[src/lrs_ram.sv]
// Generic single-port-write, single-port-read RAM with registered read.
module lrs_ram #(
  parameter int unsigned Width = 8,
  parameter int unsigned Depth = 16
) (
  input  logic                     clk_i,
  input  logic                     we_i,
  input  logic [$clog2(Depth)-1:0] waddr_i,
  input  logic [Width-1:0]         wdata_i,
  input  logic [$clog2(Depth)-1:0] raddr_i,
  output logic [Width-1:0]         rdata_o
);
  logic [Width-1:0] mem_q [Depth];

  always_ff @(posedge clk_i) begin
    if (we_i) begin
      mem_q[waddr_i] <= wdata_i;
    end
    rdata_o <= mem_q[raddr_i];
  end
endmodule

[config.mk]
export PLATFORM = sky130hd
export DESIGN_NAME = lrs_ram
export DESIGN_NICKNAME = d
export VERILOG_FILES = /design/src/lrs_ram.sv
export SDC_FILE = /design/constraint.sdc
export NUM_CORES = 1
export LEC_CHECK = 0
export ABC_AREA = 1
export BUFFER_PORTS_ARGS = -buffer_cell sky130_fd_sc_hd__buf_4
export CAP_MARGIN = 20
export CORE_MARGIN = 3
export CORE_UTILIZATION = 45
export DETAILED_ROUTE_END_ITERATION = 8
export HOLD_SLACK_MARGIN = 0.08
export PLACE_DENSITY = 0.63
export RECOVER_POWER = 100
export SLEW_MARGIN = 0
export SYNTH_ARGS = -nofsm -noshare
export SYNTH_HDL_FRONTEND = slang
export SYNTH_SLANG_ARGS = --single-unit
[constraint.sdc]
create_clock -name clk_i -period 1.29 [get_ports clk_i]
set_input_delay 0 -clock clk_i [delete_from_list [all_inputs] [get_ports clk_i]]
set_output_delay 0 -clock clk_i [all_outputs]
set_load 0.005 [all_outputs]
==> Word level (Yosys, flattened, before mapping) <==
Memories as Yosys holds them, arrays and structs flattened. A register that Yosys moved wholly into a read port is not among the register bits.
Cells that the tools add are included.
{ "word_totals": {"register_bits": 0, "latch_bits": 0, "ram_bits": 128, "romBits": 0, "out_inout_bits": 8, "mem_count": 1} }
{ "mem_list": {"columns": ["memory", "words", "width", "rd", "rd_ports_with_merged_regs", "wr", "line_no", "source"], "rows": [
  ["mem_q", 16, 8, 1, 1, 1, "13", "logic [Width-1:0] mem_q [Depth];"]
]} }
{ "op_classes": {"n_addsub": 0, "multipliers": 0, "n_div": 0, "order_cmp": 0, "n_eq_ne": 0, "n_shift": 0, "mux": 2, "n_bitwise": 0, "n_reduce_logical": 0} }
{ "ops": {"columns": ["cell", "count"], "rows": [
  ["1-bit two-way mux", 2]
]} }

==> Longest topological paths before layout <==
Gate-level depths: netlist of the first run.
{ "logic_depth": {"depth_word": 2, "mapped_depth": 8, "ltp_nobuf": 7} }

==> Worst setup path before layout of the first run <==
Ideal clock, no wire load.
{ "synth_path": {"path_kind": "input -> register", "start": "input port waddr_i[2]", "end": "memory mem_q[10][0] (enable)", "setup_ns": 0.370, "arrival_ns": 0.581, "slack_ns": 0.339, "stages": 2, "path_buffers": 0, "path_cell_list": "nand3b_1 nor2_1"} }
{ "synth_rtl": {"columns": ["item", "line_no", "source"], "rows": [
  ["start, declared", "8", "input logic [$clog2(Depth)-1:0] waddr_i,"],
  ["end, declared", "13", null]
]} }
No word-level cell before the write port.

==> Worst setup path in the final report of the first run <==
{ "layout_path": {"start": "input port wdata_i[3]", "end": "memory mem_q[13][3] (data pin)"} }
{ "layout_rtl": {"columns": ["item", "line_no", "source"], "rows": [
  ["start, declared", "9", "input logic [Width-1:0] wdata_i,"]
]} }
No word-level cell before the write port.

==> flow_summary.toml, run 1 <==
[clock_network]
cts_setup_buffers = 0
numCtsBuffers = 17
root_buffer = "clkbuf_16"
cts.sinks = 136
clkTransAtPathRegs_ns = 0.05
clk_latency_ns = 0.42
cts_tree = "yes"
clk_path_buf_depth = 2
htreeDepth = 4

[sta]
hold_viol = 0
setup_viol = 0
skew_ns = 0.00591
tns_ns = 0
max_freq_mhz = 873
worst_slack_ns = 0.145
tightest_slew_ns = 0.944
maxSlewViolCount = 0
period_share_pct = 88.8
period_minus_slack_ns = 1.15
rsz0062_at_grt = "no"
slew_headroom_pct = 37.1

[cells_and_area]
mostFrequentLayoutCell = "nand2_1"
final_area_mm2 = 0.00680
insertedDiodeCount = 0
final_nets = 625
area_delta_synth_final_pct = 18.0
drive_gt1_share_pct = 8.23
fin_util_pct = 55.5
layout.cells.most_common_list = "173 x nand2_1, 128 x edfxtp_1, 100 x inv_1, 97 x nand3_1, 30 x clkbuf_1"
instances_no_fill = 788

[synth]
syn_nets = 569
synth-seq-cells = 136
syn_inst = 551
avgSynthCellArea_um2 = 10.5
ys_types = 12
synth_area_mm2 = 0.00577
ys_warn_count = 0
seq_area_frac_synth_pct = 69.4

[die]
dieWidth_um = 119
std_cell_rows = 40
die-area_mm2 = 0.0142
pin_count = 26
die_y_um = 119
core-area_mm2 = 0.0123
start_util_pct = 47.0

[setup_path]
cp_data_arrival_time_ns = 1.23
crit_buf_inv = 2
setup.worst_path.start_class = "input pin"
path_cells = "dlygate4sd3_1 > clkbuf_1"
required_ns = 1.37
worstSetupEndpointType = "flop"
rr_worst_depth = 6
slowest_stage = "clkbuf_1"
critical_path.max_fanout = 16
path_class = "input pin to flop"
path_delay_family = "buffers and inverters"
path_depth = 2
slowest_delay_ns = 0.70

[routing]
drt_pass1_iterations = 5
initialDrtViolationCount = 399
dr_wl_met3_um = 672
route.met2.wl_um = 6020
num_vias = 3822
top_layer_used = "met4"
drc = 0
viasPerCell = 4.85
wl_um = 12800
wl_per_cell_um = 16.2
antenna_left = 0
wl_met1_um = 5850

[global_route]
gr-total-overflow = 0
first_global_vias = 3593
antenna_found_initial = 0
grt_pass1_wl_um = 20000
grt_max_degree = 65
grtUsageTotal_pct = 19.2

[pwr]
powerDensity_mw_per_mm2 = 1510
p_sw_share_pct = 20.8
p_comb_share_pct = 6.2
seqPwrFrac_pct = 48.3
pwr-share-clk_pct = 45.5
vdd_drop_max_v = 0.00111
internal_power_w = 0.00815
p_sw_w = 0.00215
p_leak_nw = 2.90

[placement]
io_buffers = 25
post-place-cells = 746
dp_slack_ns = 0.244
place.gp.congestion = 0.833
dp_hpwl_um = 7940
postPlaceCellArea_mm2 = 0.00624

[min_path]
hold_class = "input pin to flop"
holdPathStages = 7

[flow_run]
max-cap-violations = 0

[outcome]
status = "completed"
[tightest hold or removal path, stage by stage]
cell and delay (ns):
buf_4 0.09, inv_2 0.04, buf_12 0.15, nand2_1 0.08
nand3_1 0.05, nand3_1 0.06, nand2_1 0.06
[registers in the layout (all words and copies together), names as in the netlist]
register	cells
mem_q	128
rdata_o	8
[Yosys cell counts]
cell	number	area (um^2)
buf_6	6	67.6
dfxtp_1	8	160
inv_2	2	7.51
inv_1	100	375
edfxtp_1	128	3840
nand3_1	97	485
nand2_1	173	649
buf_1	1	3.75
buf_4	4	30.0
buf_2	13	65.1
nand3b_1	2	15.0
nor2_1	17	63.8
[layer usage]
metal / vias to the layer above / GRT usage [%]
met3: 13 / 6.13
li1: 1886 / -
met4: 0 / 6.59
met1: 1805 / 26.1
met2: 118 / 29.1
met5: - / 0
[power by group through the flow]
stage                     combinational, W  clock [W]  sequential (W)
after CTS                         0.000677    0.00474         0.00497
after floorplan                   0.000349          0         0.00506
after global routing              0.000717    0.00497         0.00498
after detailed placement          0.000651          0         0.00506
after global placement            0.000640          0         0.00506
final                             0.000643    0.00468         0.00498
[logic make-up after synthesis]
group,Yosys count,share of synthesized area (%)
DFF,136,69.4
buffers and inverters,126,9.52
and+or+nand+nor,289,21.0
[cell type report]
type	count	area, um^2
sequential	136	4000
timing repair buffer	61	424
inverter	102	383
tap	168	210
fill	1083	5460
clock buffer	20	437
multi-input combinational	289	1210
clock inverter	12	133
[repair_timing]
| action | 4_1_cts | 5_1_grt |
|---|---|---|
| hold buffers | 10 | 0 |
| hold endpoints to repair | 136 | 0 |
| resized for setup | 0 | 0 |
[metrics by stage]
step                      hold WS, ns  power (W)
after CTS                       0.162     0.0104
after detailed placement        0.329    0.00571
final                           0.178     0.0103
after global routing            0.212     0.0107
after global placement          0.326    0.00570
after floorplan                0.0989    0.00541
[worst paths after layout]
check               startpoint            to  slack (ns)
hold / removal      raddr_i[1]    rdata_o[2]        0.18
setup reg to reg   mem_q[1][5]    rdata_o[5]        0.26
hold reg to reg   mem_q[13][2]    rdata_o[2]        0.67
setup / recovery    wdata_i[3]  mem_q[13][3]        0.14
Power figures use the tool's default switching activity.
==> run 2: changes to the inputs <==
--- a/config.mk
+++ b/config.mk
@@ -13,7 +13,7 @@
 export DETAILED_ROUTE_END_ITERATION = 8
 export HOLD_SLACK_MARGIN = 0.08
 export PLACE_DENSITY = 0.63
-export RECOVER_POWER = 100
+export RECOVER_POWER = 50
 export SLEW_MARGIN = 0
 export SYNTH_ARGS = -nofsm -noshare
 export SYNTH_HDL_FRONTEND = slang
==> flow_summary.toml, run 2 (synthesis results as in run 1) <==
[die]
core-area_mm2 = 0.0123
die-area_mm2 = 0.0142
std_cell_rows = 40
pin_count = 26
dieWidth_um = 119
start_util_pct = 47.0
die_y_um = 119

[cells_and_area]
drive_gt1_share_pct = 9.68
mostFrequentLayoutCell = "nand2_1"
area_delta_synth_final_pct = 18.7
layout.cells.most_common_list = "173 x nand2_1, 128 x edfxtp_1, 100 x inv_1, 97 x nand3_1, 28 x buf_4"
final_nets = 625
insertedDiodeCount = 0
top_regs = "mem_q x128, rdata_o x8"
largest_reg_flops = 128
instances_no_fill = 788
regMostFlops = "mem_q"
num-fill-cells = 1077

[flow_run]
max-cap-violations = 0

[routing]
num_vias = 3789
antenna_left = 0
drc = 0
initialDrtViolationCount = 340
viasPerCell = 4.81
wl_per_cell_um = 16.2
wl_um = 12800
drt_pass1_iterations = 5

[sta]
skew_ns = 0.00584
slew_headroom_pct = 39.4
period_share_pct = 86.9
period_minus_slack_ns = 1.12
tns_ns = 0
setup_viol = 0
maxSlewViolCount = 0
rsz0062_at_grt = "no"
worst_slack_ns = 0.169
hold_viol = 0
tightest_slew_ns = 0.910
max_freq_mhz = 892

[clock_network]
numCtsBuffers = 17
clkTransAtPathRegs_ns = 0.05
cts.sinks = 136
hold_buffers = 10
root_buffer = "clkbuf_16"
htreeDepth = 4
clk_path_buf_depth = 2
cts_resized = 0
cts_tree = "yes"
cts_setup_buffers = 0
clk_latency_ns = 0.41

[setup_path]
setup.worst_path.start_class = "input pin"
rr_worst_depth = 6
slowest_delay_ns = 0.68
cp_data_arrival_time_ns = 1.20
path_depth = 2
path_class = "input pin to flop"
critical_path.max_fanout = 16
slowest_stage = "clkbuf_1"
required_ns = 1.37
crit_buf_inv = 2
worstSetupEndpointType = "flop"
path_cells = "dlygate4sd3_1 > clkbuf_1"
path_delay_family = "buffers and inverters"

[global_route]
grt_use_met1_pct = 26.1
grtUsageTotal_pct = 19.2
grt_busiest_layer = "met2"
grt_use_met3_pct = 6.13
grt_pass1_wl_um = 20000
grt_use_met2_pct = 29.1
first_global_vias = 3593
gr-total-overflow = 0
grt_max_degree = 65
antenna_found_initial = 0

[min_path]
hold_class = "input pin to flop"
holdPathStages = 7

[pwr]
p_leak_nw = 2.94
powerDensity_mw_per_mm2 = 1510
vdd_drop_max_v = 0.00110

[placement]
dp_hpwl_um = 7940
io_buffers = 25
place.gp.congestion = 0.833
dp_slack_ns = 0.244
post-place-cells = 746

[outcome]
status = "completed"
-- run 2: cell types whose count changed in the layout (fill, tap and decap cells not counted), sizes merged --
cell    before  now
buf         13   32
clkbuf      58   39
-- run 2: per-stage QoR --
step           total power (W)  hold WS, ns  instance area (um^2)  utilization (%)
2_1_floorplan          0.00541       0.0989                  5770                -
3_3_place_gp           0.00570        0.326                  6240             50.9
3_5_place_dp           0.00571        0.329                  6240             50.9
4_1_cts                 0.0104        0.162                  6910             56.4
5_1_grt                 0.0107        0.212                  6840             55.8
6_report                0.0103        0.180                  6840             55.8
-- run 2: cell type report --
cell class / count / area [um^2] / share of cell area [%]
clock inverter: 12 / 133 / 1.94
clock buffer: 20 / 437 / 6.38
timing repair buffer: 61 / 463 / 6.77
multi-input combinational: 289 / 1210 / 17.7
inverter: 102 / 383 / 5.60
tap: 168 / 210 / 3.07
sequential: 136 / 4000 / 58.5
-- run 2: tightest hold or removal path, cell delays in order --
cell	delay (ns)
buf_4	0.09
inv_2	0.04
buf_12	0.16
nand2_1	0.08
nand3_1	0.05
nand3_1	0.06
nand2_1	0.06
-- run 2: final timing paths --
kind / from / endpoint / slack, ns
worst max-delay path: wdata_i[3] / mem_q[8][3] / 0.17
worst max register to register: mem_q[1][5] / rdata_o[5] / 0.25
worst min register to register: mem_q[13][2] / rdata_o[2] / 0.67
worst min-delay path: raddr_i[1] / rdata_o[2] / 0.18
-- run 2: where the power goes --
part	switching, W	internal (W)
clock	0.00168	0.00299
combinational	0.000424	0.000232
sequential	0.0000306	0.00494
-- run 2: per-layer routing --
metal	part of all wire, %	wire length (um)	vias up
li1	-	-	1885
met1	44	5570	1750
met2	47	6000	140
met3	7.9	1010	14
met4	1.5	189	0
met5	0	0	-
